===== src/rtl/core/kce_pkg.sv =====
// Shared types, codes and constants of the k-means clustering engine.
`default_nettype none
package kce_pkg;
	localparam int DEF_MAX_POINTS   = 4096;
	localparam int DEF_MAX_CLUSTERS = 16;
	localparam int DEF_MAX_DIMS     = 16;
	localparam int DEF_RAND_LIMIT   = 32767;

	localparam logic [31:0] LCG_MUL = 32'd1103515245;
	localparam logic [31:0] LCG_INC = 32'd12345;

	localparam int DIM_IDX_W = 6;
	localparam int CLU_IDX_W = 6;
	localparam int CLU_CNT_W = 7;
	localparam int SUM_W     = 44;
	localparam int DVS_W     = 32;

	localparam logic [2:0] REG_NUM_CLUSTERS = 3'd0;
	localparam logic [2:0] REG_NUM_DIMS     = 3'd1;
	localparam logic [2:0] REG_NUM_POINTS   = 3'd2;
	localparam logic [2:0] REG_THRESHOLD    = 3'd3;
	localparam logic [2:0] REG_MAX_ITER     = 3'd4;
	localparam logic [2:0] REG_SEED         = 3'd5;

	typedef enum logic [1:0] {
		KIND_LOAD    = 2'd0,
		KIND_RUN     = 2'd1,
		KIND_RD_LBL  = 2'd2,
		KIND_RD_CEN  = 2'd3
	} kce_kind_t;

	typedef enum logic [1:0] {
		MODE_COPY = 2'd0,
		MODE_DIST = 2'd1,
		MODE_ADD  = 2'd2
	} kce_mode_t;

	typedef enum logic [4:0] {
		S_CLEAR, S_IDLE, S_INIT, S_GEN, S_RGO, S_RWAIT, S_NGO, S_NWAIT,
		S_COPY, S_CDRAIN, S_PASS, S_DIST, S_DWAIT, S_ACC, S_ADRAIN,
		S_UCHK, S_UGO, S_UWAIT, S_UWR, S_USQ, S_UADD, S_UEND, S_FIN
	} kce_state_t;

	typedef struct packed {
		logic                 clr_acc;
		logic                 dist_v;
		logic                 add_v;
		logic                 clr_sum;
		logic                 cnt_inc;
		logic                 cen_we;
		logic [DIM_IDX_W-1:0] dim;
		logic [CLU_IDX_W-1:0] sel;
		logic [CLU_CNT_W-1:0] k;
	} kce_ctrl_t;
endpackage
`default_nettype wire


===== src/rtl/core/kce_div.sv =====
// Restoring serial divider, one quotient bit per cycle.
`default_nettype none
module kce_div import kce_pkg::*; (
	input  wire logic             clk,
	input  wire logic             arst_n,
	input  wire logic             start,
	input  wire logic [SUM_W-1:0] dvd,
	input  wire logic [DVS_W-1:0] dvs,
	output logic                  busy,
	output logic                  done,
	output logic [SUM_W-1:0]      quo,
	output logic [DVS_W-1:0]      rem
);
	localparam int CNT_W = $clog2(SUM_W);

	logic             busy_q, done_q;
	logic [CNT_W-1:0] cnt_q;
	logic [SUM_W-1:0] q_q;
	logic [DVS_W-1:0] r_q, b_q;
	logic [DVS_W:0]   rs, rd;
	logic             ge;

	assign rs = {r_q, q_q[SUM_W-1]};
	assign ge = rs >= {1'b0, b_q};
	assign rd = rs - {1'b0, b_q};

	always_ff @(posedge clk or negedge arst_n) begin
		if (!arst_n) begin
			busy_q <= 1'b0;
			done_q <= 1'b0;
			cnt_q  <= '0;
		end else begin
			done_q <= 1'b0;
			if (start) begin
				busy_q <= 1'b1;
				cnt_q  <= CNT_W'(SUM_W - 1);
			end else if (busy_q) begin
				cnt_q <= cnt_q - 1'b1;
				if (cnt_q == '0) begin
					busy_q <= 1'b0;
					done_q <= 1'b1;
				end
			end
		end
	end

	always_ff @(posedge clk) begin
		if (start) begin
			q_q <= dvd;
			r_q <= '0;
			b_q <= dvs;
		end else if (busy_q) begin
			q_q <= {q_q[SUM_W-2:0], ge};
			r_q <= ge ? rd[DVS_W-1:0] : rs[DVS_W-1:0];
		end
	end

	assign busy = busy_q;
	assign done = done_q;
	assign quo  = q_q;
	assign rem  = r_q;
endmodule
`default_nettype wire


===== config.mk =====
export PLATFORM = sky130hd
export DESIGN_NAME = kce_div
export DESIGN_NICKNAME = d
export VERILOG_FILES = /design/src/rtl/core/kce_pkg.sv /design/src/rtl/core/kce_div.sv
export SDC_FILE = /design/constraint.sdc
export NUM_CORES = 1
export LEC_CHECK = 0
export BUFFER_PORTS_ARGS = -buffer_cell sky130_fd_sc_hd__buf_2
export CAP_MARGIN = 20
export CORE_MARGIN = 5
export CORE_UTILIZATION = 39
export CTS_BUF_LIST = sky130_fd_sc_hd__clkbuf_8
export CTS_CLUSTER_DIAMETER = 120
export CTS_CLUSTER_SIZE = 12
export DETAILED_ROUTE_END_ITERATION = 16
export REMOVE_ABC_BUFFERS = 1
export SLEW_MARGIN = 0
export SYNTH_ARGS = -nofsm -noshare
export SYNTH_HDL_FRONTEND = slang
export SYNTH_SLANG_ARGS = --single-unit

===== constraint.sdc =====
create_clock -name clk -period 3.3 [get_ports clk]
set_clock_uncertainty 0.2 [all_clocks]
set_input_delay 0.66 -clock clk [delete_from_list [all_inputs] [get_ports clk]]
set_output_delay 0.66 -clock clk [all_outputs]
set_load 0.02 [all_outputs]

==> flow_summary.yaml <==
run_status:
  status: "finished, final reports clean"
sta:
  drv_slew: 0
  period_share_pct: 96.2
  finalSetupTns_ns: 0
  rsz0062_at_grt: "yes"
  max_freq_mhz: 315
  min_period_ns: 3.17
  hold_viol: 0
  setup_ws_ns: 0.125
  setup_viol: 0
  relSlewSlack_pct: 42.2
  worst_pin_slew_ns: 0.865
  hold_ws_ns: 0.190
logic_synthesis:
  synthArstFlopShare_pct: 6.90
  synth_area_sq_um: 6360
  synth_area_leader_cell: "edfxtp_1"
  synth_area_leaders: "edfxtp_1 (36%), dfxtp_1 (10%), mux2_2 (8.3%)"
  synth_top_area_share_pct: 35.9
  syn_area_per_cell_sq_um: 10.7
  postSynthCellCount: 597
  synthDistinctLibCells: 58
  ys_seq_area_share_pct: 49.1
  synth_edf_count: 76
  ys_ff_latch: 116
  dominantRegCellSynth: "edfxtp_1"
  ys_warn_count: 0
layout:
  layout_commonest_cell: "buf_2"
  final_util_pct: 50.4
  drive_gt1_share_pct: 36.5
  antenna_cells: 0
  final_cell_mix: "buf_2 (155), edfxtp_1 (76), nand2_1 (62), mux2_2 (47), nor2_1 (43)"
  nets: 893
  area_growth_pct: 26.2
  fill_cells: 1506
worst_setup_path:
  max_stage_delay_ns: 0.42
  path_class: "reg -> reg"
  setup.worst_path.start_class: "register"
  cp_slowest_cell: "fa_1"
  crit_required_ns: 3.44
  critPathArrivalTime_ns: 3.32
  critPathMaxFanout: 3
  cp-end-kind: "register"
  crit_chain: "inv_1 -> ha_1 -> fa_1 -> nor2b_2 -> o2111ai_2 -> a2111oi_4 -> nor4b_2 -> o31a_1 -> o31ai_2 -> xor2_1 -> a31o_2"
route:
  viasPerCell: 5.20
  drtIter0Drc: 274
  dr.pass1.iters: 5
  routed_wirelength_mm: 16.6
  vias: 5241
  wl_per_cell_um: 16.5
  ant_nets: 0
  drc: 0
floorplan:
  die_area_sq_um: 19000
  coreArea_sq_um: 15900
  top_level_ports: 157
  std_cell_rows: 46
  die_w_um: 138
  die_y_um: 138
  start_util_pct: 39.9
global_route:
  grt_overflow: 0
  grt_pass1_vias: 5371
  grt_max_degree: 46
  grt_usage_pct: 17.8
  grt_pass1_wl_mm: 26.5
  antenna_found_initial: 0
cts:
  cts.sinks: 116
  root_buffer: "clkbuf_8"
  cts_buffers: 17
  cts_buffer_depth: 2
  cts_tree: "done"
  clk_latency_ns: 0.44
  htreeDepth: 4
  clk_pin_slew_worst_paths_ns: 0.08
pwr:
  p_comb_share_pct: 47.5
  power.density_nw_per_um2: 781
  clkPwrFrac_pct: 19.6
  peakVddDrop_uv: 411
  power.net_switching_mw: 2.58
  pwr-share-seq_pct: 32.9
  total_power_mw: 6.27
  p_leak_nw: 3.55
  intPower_mw: 3.70
  switching_share_pct: 41.1
place:
  preCtsSetupSlack_ns: -0.0693
  place.port_buffers: 156
  dp_hpwl_mm: 12.6
  gp_congestion: 0.912
min_path:
  hold_class: "in -> reg"
job:
  max_cap_violations: 0
[power by group through the flow]
stage	logic [mW]	clock network [mW]	registers [mW]
final	2.98	1.23	2.07
after global routing	3.26	1.34	2.11
after CTS	2.92	1.26	2.06
after detailed placement	2.88	0	2.08
after global placement	2.85	0	2.08
after floorplan	1.64	0	2.31
[sequential cells by signal, indices dropped and copies added (netlist names)]
register	count
b_q	32
done	1
rem	32
quo	44
busy	1
cnt_q	6
[cell type report]
cell class / instances / area [sq um] / area share (%)
Tap cell: 216 / 270 / 3.36
Clock buffer: 17 / 234 / 2.91
Sequential cell: 116 / 3120 / 38.9
Clock inverter: 15 / 133 / 1.65
Inverter: 41 / 154 / 1.92
Timing Repair Buffer: 186 / 1020 / 12.7
Multi-Input combinational cell: 417 / 3100 / 38.5
[repair_timing]
item                                    CTS  global route
buffers inserted                          0             4
hold buffers                              1             0
gates resized for setup                   6            12
pin swaps                                 1             4
endpoints found under the setup margin    3            21
gates cloned                              0             0
hold endpoints to repair                  8             0
[per-stage QoR]
step	instances	cell area (sq um)
after floorplan	574	6270
after global placement	971	7520
after detailed placement	971	7520
after CTS	1004	7940
after global routing	1008	8030
final	1008	8030
[critical path: cells and delay by family, from the launching register on]
family	cells	cell delay, ns
buffers and inverters	1	0.05
DFF	1	0.35
and+or+nand+nor	2	0.30
xor gates and xnor gates	1	0.10
AOI/OAI and AO/OA	5	1.43
adders and majority gates	2	0.64
[path summary, 6_finish.rpt]
check	start	to	slack [ns]	cells after the start
worst min register to register	rem[14]$_SDFFE_PP0P_	rem[15]$_SDFFE_PP0P_	0.31	2
worst min-delay path	dvs[3]	b_q[3]$_DFFE_PP_	0.19	1
min in group asynchronous	arst_n	done$_DFF_PN0_	0.38	2
max in group asynchronous	arst_n	cnt_q[0]$_DFFE_PN0P_	2.35	2
worst max-delay path	quo[43]$_DFFE_PP_	rem[30]$_SDFFE_PP0P_	0.13	11
worst max register to register	quo[43]$_DFFE_PP_	rem[30]$_SDFFE_PP0P_	0.13	11
[cell families (layout without fill, tap and decap cells)]
group                    Yosys count  in the layout  share of synthesized area, %
XOR/XNOR                          32             32                          4.40
AND/OR/NAND/NOR                  158            158                          11.5
adder cells (fa/ha/maj)           35             35                          7.00
multiplexers                      47             47                          8.32
AO/OA/AOI/OAI                    145            145                          15.8
flip-flops                       116            116                          49.1
buffers and inverters             64            259                          3.89
[per-layer routing]
layer  share of wire (%)  global-route usage (%)  vias to the layer above
met5                   0                       0                        -
met4                 1.2                    4.88                        0
met3                  11                    8.80                       20
met2                  46                    28.5                      200
met1                  42                    21.2                     2467
li1                    -                       -                     2554
[cells in the mapped netlist, types with 9 or more instances]
library cell  count
a21oi_1          38
dfxtp_1          32
a21o_1           10
nor2b_1           9
nand2_1          62
a311oi_1         17
inv_1            41
edfxtp_1         76
nor2_1           43
o21ai_0          24
xor2_1           10
clkbuf_1         14
ha_1             34
xnor2_1          22
mux2_2           47
No activity file was read; power rests on OpenSTA's default activity.
