**config.mk**
```make
export PLATFORM = sky130hd
export DESIGN_NAME = kce_cell
export DESIGN_NICKNAME = d
export VERILOG_FILES = /design/src/rtl/core/kce_pkg.sv /design/src/rtl/core/kce_cell.sv
export SDC_FILE = /design/constraint.sdc
export NUM_CORES = 2
export LEC_CHECK = 0
export BUFFER_PORTS_ARGS = -buffer_cell sky130_fd_sc_hd__buf_2
export CAP_MARGIN = 25
export CORE_UTILIZATION = 58
export DETAILED_ROUTE_END_ITERATION = 8
export PLACE_DENSITY = 0.89
export SYNTH_ARGS = -nofsm -noshare
export SYNTH_HDL_FRONTEND = slang
export SYNTH_SLANG_ARGS = --single-unit
```
**constraint.sdc**
```tcl
create_clock -name clk -period 7.9 [get_ports clk]
set_clock_uncertainty 0.05 [all_clocks]
set_input_delay 1.58 -clock clk [delete_from_list [all_inputs] [get_ports clk]]
set_output_delay 1.58 -clock clk [all_outputs]
set_load 0.02 [all_outputs]
```
**src/rtl/core/kce_pkg.sv**
```systemverilog
// Shared types, codes and constants of the k-means clustering engine.
`default_nettype none
package kce_pkg;
	localparam int DEF_MAX_POINTS   = 4096;
	localparam int DEF_MAX_CLUSTERS = 16;
	localparam int DEF_MAX_DIMS     = 16;
	localparam int DEF_RAND_LIMIT   = 32767;

	localparam logic [31:0] LCG_MUL = 32'd1103515245;
	localparam logic [31:0] LCG_INC = 32'd12345;

	localparam int DIM_IDX_W = 6;
	localparam int CLU_IDX_W = 6;
	localparam int CLU_CNT_W = 7;
	localparam int SUM_W     = 44;
	localparam int DVS_W     = 32;

	localparam logic [2:0] REG_NUM_CLUSTERS = 3'd0;
	localparam logic [2:0] REG_NUM_DIMS     = 3'd1;
	localparam logic [2:0] REG_NUM_POINTS   = 3'd2;
	localparam logic [2:0] REG_THRESHOLD    = 3'd3;
	localparam logic [2:0] REG_MAX_ITER     = 3'd4;
	localparam logic [2:0] REG_SEED         = 3'd5;

	typedef enum logic [1:0] {
		KIND_LOAD    = 2'd0,
		KIND_RUN     = 2'd1,
		KIND_RD_LBL  = 2'd2,
		KIND_RD_CEN  = 2'd3
	} kce_kind_t;

	typedef enum logic [1:0] {
		MODE_COPY = 2'd0,
		MODE_DIST = 2'd1,
		MODE_ADD  = 2'd2
	} kce_mode_t;

	typedef enum logic [4:0] {
		S_CLEAR, S_IDLE, S_INIT, S_GEN, S_RGO, S_RWAIT, S_NGO, S_NWAIT,
		S_COPY, S_CDRAIN, S_PASS, S_DIST, S_DWAIT, S_ACC, S_ADRAIN,
		S_UCHK, S_UGO, S_UWAIT, S_UWR, S_USQ, S_UADD, S_UEND, S_FIN
	} kce_state_t;

	typedef struct packed {
		logic                 clr_acc;
		logic                 dist_v;
		logic                 add_v;
		logic                 clr_sum;
		logic                 cnt_inc;
		logic                 cen_we;
		logic [DIM_IDX_W-1:0] dim;
		logic [CLU_IDX_W-1:0] sel;
		logic [CLU_CNT_W-1:0] k;
	} kce_ctrl_t;
endpackage
`default_nettype wire

```
**src/rtl/core/kce_cell.sv**
```systemverilog
// One cluster cell: centroid, distance pipeline, sums and best-match chain stage.
`default_nettype none
module kce_cell import kce_pkg::*; #(
	parameter int MAX_DIMS = DEF_MAX_DIMS,
	parameter int CELL_ID  = 0,
	parameter int CW       = 4,
	parameter int PNW      = 13
) (
	input  wire logic               clk,
	input  wire logic               arst_n,
	input  wire kce_ctrl_t          ctl,
	input  wire logic signed [31:0] pt,
	input  wire logic signed [31:0] wdata,
	input  wire logic [63:0]        in_dist,
	input  wire logic [CW-1:0]      in_idx,
	output logic [63:0]             out_dist,
	output logic [CW-1:0]           out_idx,
	output logic signed [31:0]      cen_rd,
	output logic signed [SUM_W-1:0] sum_rd,
	output logic [PNW-1:0]          cnt
);
	localparam int DW = (MAX_DIMS > 1) ? $clog2(MAX_DIMS) : 1;
	localparam int DD = 2 ** DW;

	logic [DW-1:0]            dix;
	logic                     hit, act;
	logic signed [31:0]       cen_q [DD];
	logic signed [SUM_W-1:0]  sum_q [DD];
	logic [PNW-1:0]           cnt_q;
	logic signed [32:0]       dif;
	logic [31:0]              mag;
	logic [31:0]              mag_s2;
	logic                     v_s2, v_s3;
	logic [63:0]              sq_s3, acc_q, out_dist_q;
	logic [64:0]              accn;
	logic [CW-1:0]            out_idx_q;

	assign dix    = ctl.dim[DW-1:0];
	assign hit    = ctl.sel == CLU_IDX_W'(CELL_ID);
	assign act    = CLU_CNT_W'(CELL_ID) < ctl.k;
	assign cen_rd = cen_q[dix];
	assign sum_rd = sum_q[dix];
	assign dif    = 33'(pt) - 33'(cen_rd);
	assign mag    = dif[32] ? 32'(-dif) : dif[31:0];
	assign accn   = {1'b0, acc_q} + {1'b0, sq_s3};

	always_ff @(posedge clk or negedge arst_n) begin
		if (!arst_n) begin
			v_s2  <= 1'b0;
			v_s3  <= 1'b0;
			cnt_q <= '0;
			for (int i = 0; i < DD; i++) begin
				cen_q[i] <= '0;
			end
		end else begin
			v_s2 <= ctl.dist_v;
			v_s3 <= v_s2;
			if (ctl.clr_sum) begin
				cnt_q <= '0;
			end else if (ctl.cnt_inc && hit) begin
				cnt_q <= cnt_q + 1'b1;
			end
			if (ctl.cen_we && hit) begin
				cen_q[dix] <= wdata;
			end
		end
	end

	always_ff @(posedge clk) begin
		mag_s2 <= mag;
		sq_s3  <= mag_s2 * mag_s2;
		if (ctl.clr_acc) begin
			acc_q <= '0;
		end else if (v_s3) begin
			acc_q <= accn[64] ? '1 : accn[63:0];
		end
		if (act && (acc_q < in_dist)) begin
			out_dist_q <= acc_q;
			out_idx_q  <= CW'(CELL_ID);
		end else begin
			out_dist_q <= in_dist;
			out_idx_q  <= in_idx;
		end
		if (ctl.clr_sum) begin
			for (int i = 0; i < DD; i++) begin
				sum_q[i] <= '0;
			end
		end else if (ctl.add_v && hit) begin
			sum_q[dix] <= sum_q[dix] + SUM_W'(pt);
		end
	end

	assign out_dist = out_dist_q;
	assign out_idx  = out_idx_q;
	assign cnt      = cnt_q;
endmodule
`default_nettype wire

```
==> metrics.md <==
| Metric | Value |
|---|---|
| Status | `finished clean` |
| Max Fclk | `130 MHz` |
| Synth unique cells | `between 90 and 100` |
| Worst R2R Start | `mag_s2[4]` |
| Unrepaired setup endpoints after global routing | `yes` |
| Req. time, crit path | `around 8.5 ns` |
| Clock transition at path regs | `roughly 0.080 ns` |
| Final min period | `a little under 8 ns` |
| Core Box Area | `~170000 um2` |
| TNS Setup | `0 ns` |
| Synth top area share | `a little over a fifth` |
| Min-delay worst type | `reg2reg` |
| Most frequent cells in the layout | `1106 x inv_1, 928 x nor2_1, 787 x fa_1` |
| Post-layout net count | `10054` |
| Largest area contributor in the netlist | `edfxtp_1` |
| Hold EP | `v_s3` |
| GRT Resource Usage Total | `between 30 and 40%` |
| Post-route DRC | `0` |
| CP Launch Type | `flop` |
| Gr ovfl total | `0` |
| Die ar. | `roughly 170000 um2` |
| R2r setup slk | `about 0.20 ns` |
| Mapped Avg Cell Area | `roughly 12 um2` |
| CTS H-tree lvls | `4` |
| Hold_sp | `v_s2` |
| Root buffer cell | `clkbuf_16` |
| CP Data Arrival Time | `approximately 8.3 ns` |
| Routed Antenna Nets | `0` |
| Fin crit share | `between 90 and 100%` |
| Kind of critical path | `reg2reg` |
| Initial antenna violation count | `19` |
| Max_cap viols | `0` |
| Final setup fails | `0` |
| Hold_buf cts | `0` |
| Hold path cells | `0` |
| Vias per cell | `approximately 6.4` |
| Layout cells sized above 1 | `around 23%` |
| IO Pins | `~320` |
| Final Wtd Congestion | `0.953` |
| Final Max Tran Viols | `0` |
| Starting density of the core | `between 50% and 60%` |
| Pin count of the biggest net entering global routing | `about 170` |
| Number of CTS-inserted buffers | `147` |
| Synth Net Count | `around 9700` |
| WL/cell | `between 20 and 30 um` |
| Number of flops mapped to enable cells by yosys | `about 700` |
| Crit-path max FO | `10` |
| Drt pass-1 iters | `7` |
| CTS sink count | `~1500` |
| Final WL | `287000 um` |
| Vias in the first global route | `~75000` |
| Critical Path Sink Type | `flop` |
| Syn-to-layout area delta | `11.2%` |
| Clock buffer depth | `3` |
| Vias | `69797` |
| Die width | `414 um` |
| Most used DFF post-synth | `edfxtp_1` |
| Final Non-Filler Cells | `around 11000` |
| First-pass GRT wire length | `approximately 430000 um` |
| Yosys reg bits | `1458` |
| Starting DRT DRC Count | `just under 9000` |
| Die Y | `between 400 and 500 um` |
| YS warnings | `0` |
| Relative slew slack | `between 10% and 20%` |
| Placed Cells | `10628` |
| TritonCTS clock tree | `built` |
| Slew at the pin closest to its max-slew limit | `~1.2 ns` |
| Post-DP HPWL | `186000 um` |
| Commonest non-fill, non-tap cell in the layout | `inv_1` |
| Final hold viol count | `0` |
| Register area share after synthesis | `approximately two fifths` |
| Latest clock arrival within the worst-skew pair | `~0.82 ns` |
| Post-Syn Area | `between 90000 and 100000 um2` |
| IO buf count | `about 310` |
| Synth top area cells | `edfxtp_1 21%, fa_1 16%, dfrtp_1 13%` |
| Async S/R FF share, synth | `36.1%` |
| Cell row count | `150` |
| Worst r2r path cells | `27` |
| Worst r2r dst | `sq_s3[63]` |
| Cells after Synth | `8275` |
-- routing by layer --
metal,GRT usage (%),wire length (um)
met1,38.6,95200
met2,53.1,134000
met3,8.87,35300
met4,22.2,22400
met5,0,95
-- synth_stat cells, types with 214 or more instances --
| cell type | n |
|---|---|
| nand2_1 | 399 |
| and2_1 | 236 |
| inv_1 | 1106 |
| ha_1 | 502 |
| a21oi_1 | 214 |
| dfxtp_1 | 227 |
| nor2_1 | 947 |
| edfxtp_1 | 704 |
| clkbuf_1 | 410 |
| mux4_2 | 380 |
| fa_1 | 794 |
| mux2_2 | 562 |
| dfrtp_1 | 527 |
-- registers in the layout (all words and copies together), names as in the netlist --
name / cells
cen_q: 512
acc_q: 64
mag_s2: 32
out_dist: 64
out_idx: 4
v_s2: 1
sq_s3: 63
cnt: 13
sum_q: 704
v_s3: 1
-- kinds of logic (layout without fill, tap and decap cells) --
kind of cell,after synthesis,count (layout),share of synthesized area [%]
flops,1458,1458,39.4
mux,964,964,15.3
buf+inv,1576,2022,6.04
other cells,0,13,0
compound gates,828,828,5.71
xor+xnor,265,265,2.38
fa+ha+maj,1296,1296,22.5
simple gates,1888,1888,8.60
-- stage by stage --
stage	worst slack [ns]	utilization, %	instance area (um2)	hold WS [ns]
5_1_grt	-0.0815	65.2	110000	0.309
4_1_cts	0.00594	64.9	109000	0.290
6_report	0.202	65.2	110000	0.299
2_1_floorplan	0.368	-	98600	0.281
3_3_place_gp	-0.00601	61.9	104000	0.284
3_5_place_dp	-0.0775	61.9	104000	0.285
-- critical path, stage by stage, from the launching register on --
cell and delay [ns]:
dfxtp_4 0.37, buf_12 0.15, buf_4 0.18, and2_1 0.22, ha_1 0.35, a31o_2 0.27
fa_1 0.54, inv_1 0.05, fa_1 0.49, fa_1 0.55, inv_1 0.05, fa_1 0.48
fa_2 0.59, fa_1 0.44, fa_1 0.45, ha_1 0.31, buf_4 0.16, a21oi_2 0.14
o21a_1 0.18, o32ai_1 0.09, nor3_2 0.21, o211ai_1 0.18, o211ai_1 0.21, buf_4 0.16
a31oi_2 0.10, a221o_1 0.32, a21oi_2 0.15, xnor2_1 0.13
-- timing repair --
action,CTS,global route
setup buffers,0,10
pin swaps,1,29
resized for setup,9,88
setup endpoints to repair,3,10
cloned,0,4
-- worst max-delay path by stage --
stage,startpoint,end,slack [ns],depth (start not counted)
4_1_cts,mag_s2[9],sq_s3[63],0.006,28
6_report,mag_s2[4],sq_s3[63],0.20,27
3_3_place_gp,mag_s2[7],sq_s3[61],-0.006,30
5_1_grt,mag_s2[7],sq_s3[61],-0.08,30
2_1_floorplan,mag_s2[2],sq_s3[63],0.37,27
3_5_place_dp,mag_s2[7],sq_s3[61],-0.08,29
-- area by class of cell --
class / count / area, um2
multi-input combinational: 5241 / 54200
inverter: 1107 / 4160
timing repair buffer: 644 / 4640
clock inverter: 80 / 876
clock buffer: 191 / 4040
sequential: 1458 / 38900
tap: 2204 / 2760
antenna: 13 / 32.5
fill: 11048 / 58400
Power is not shown: default switching activity piles up to over one toggle a cycle in this logic, so the estimate is an artifact.
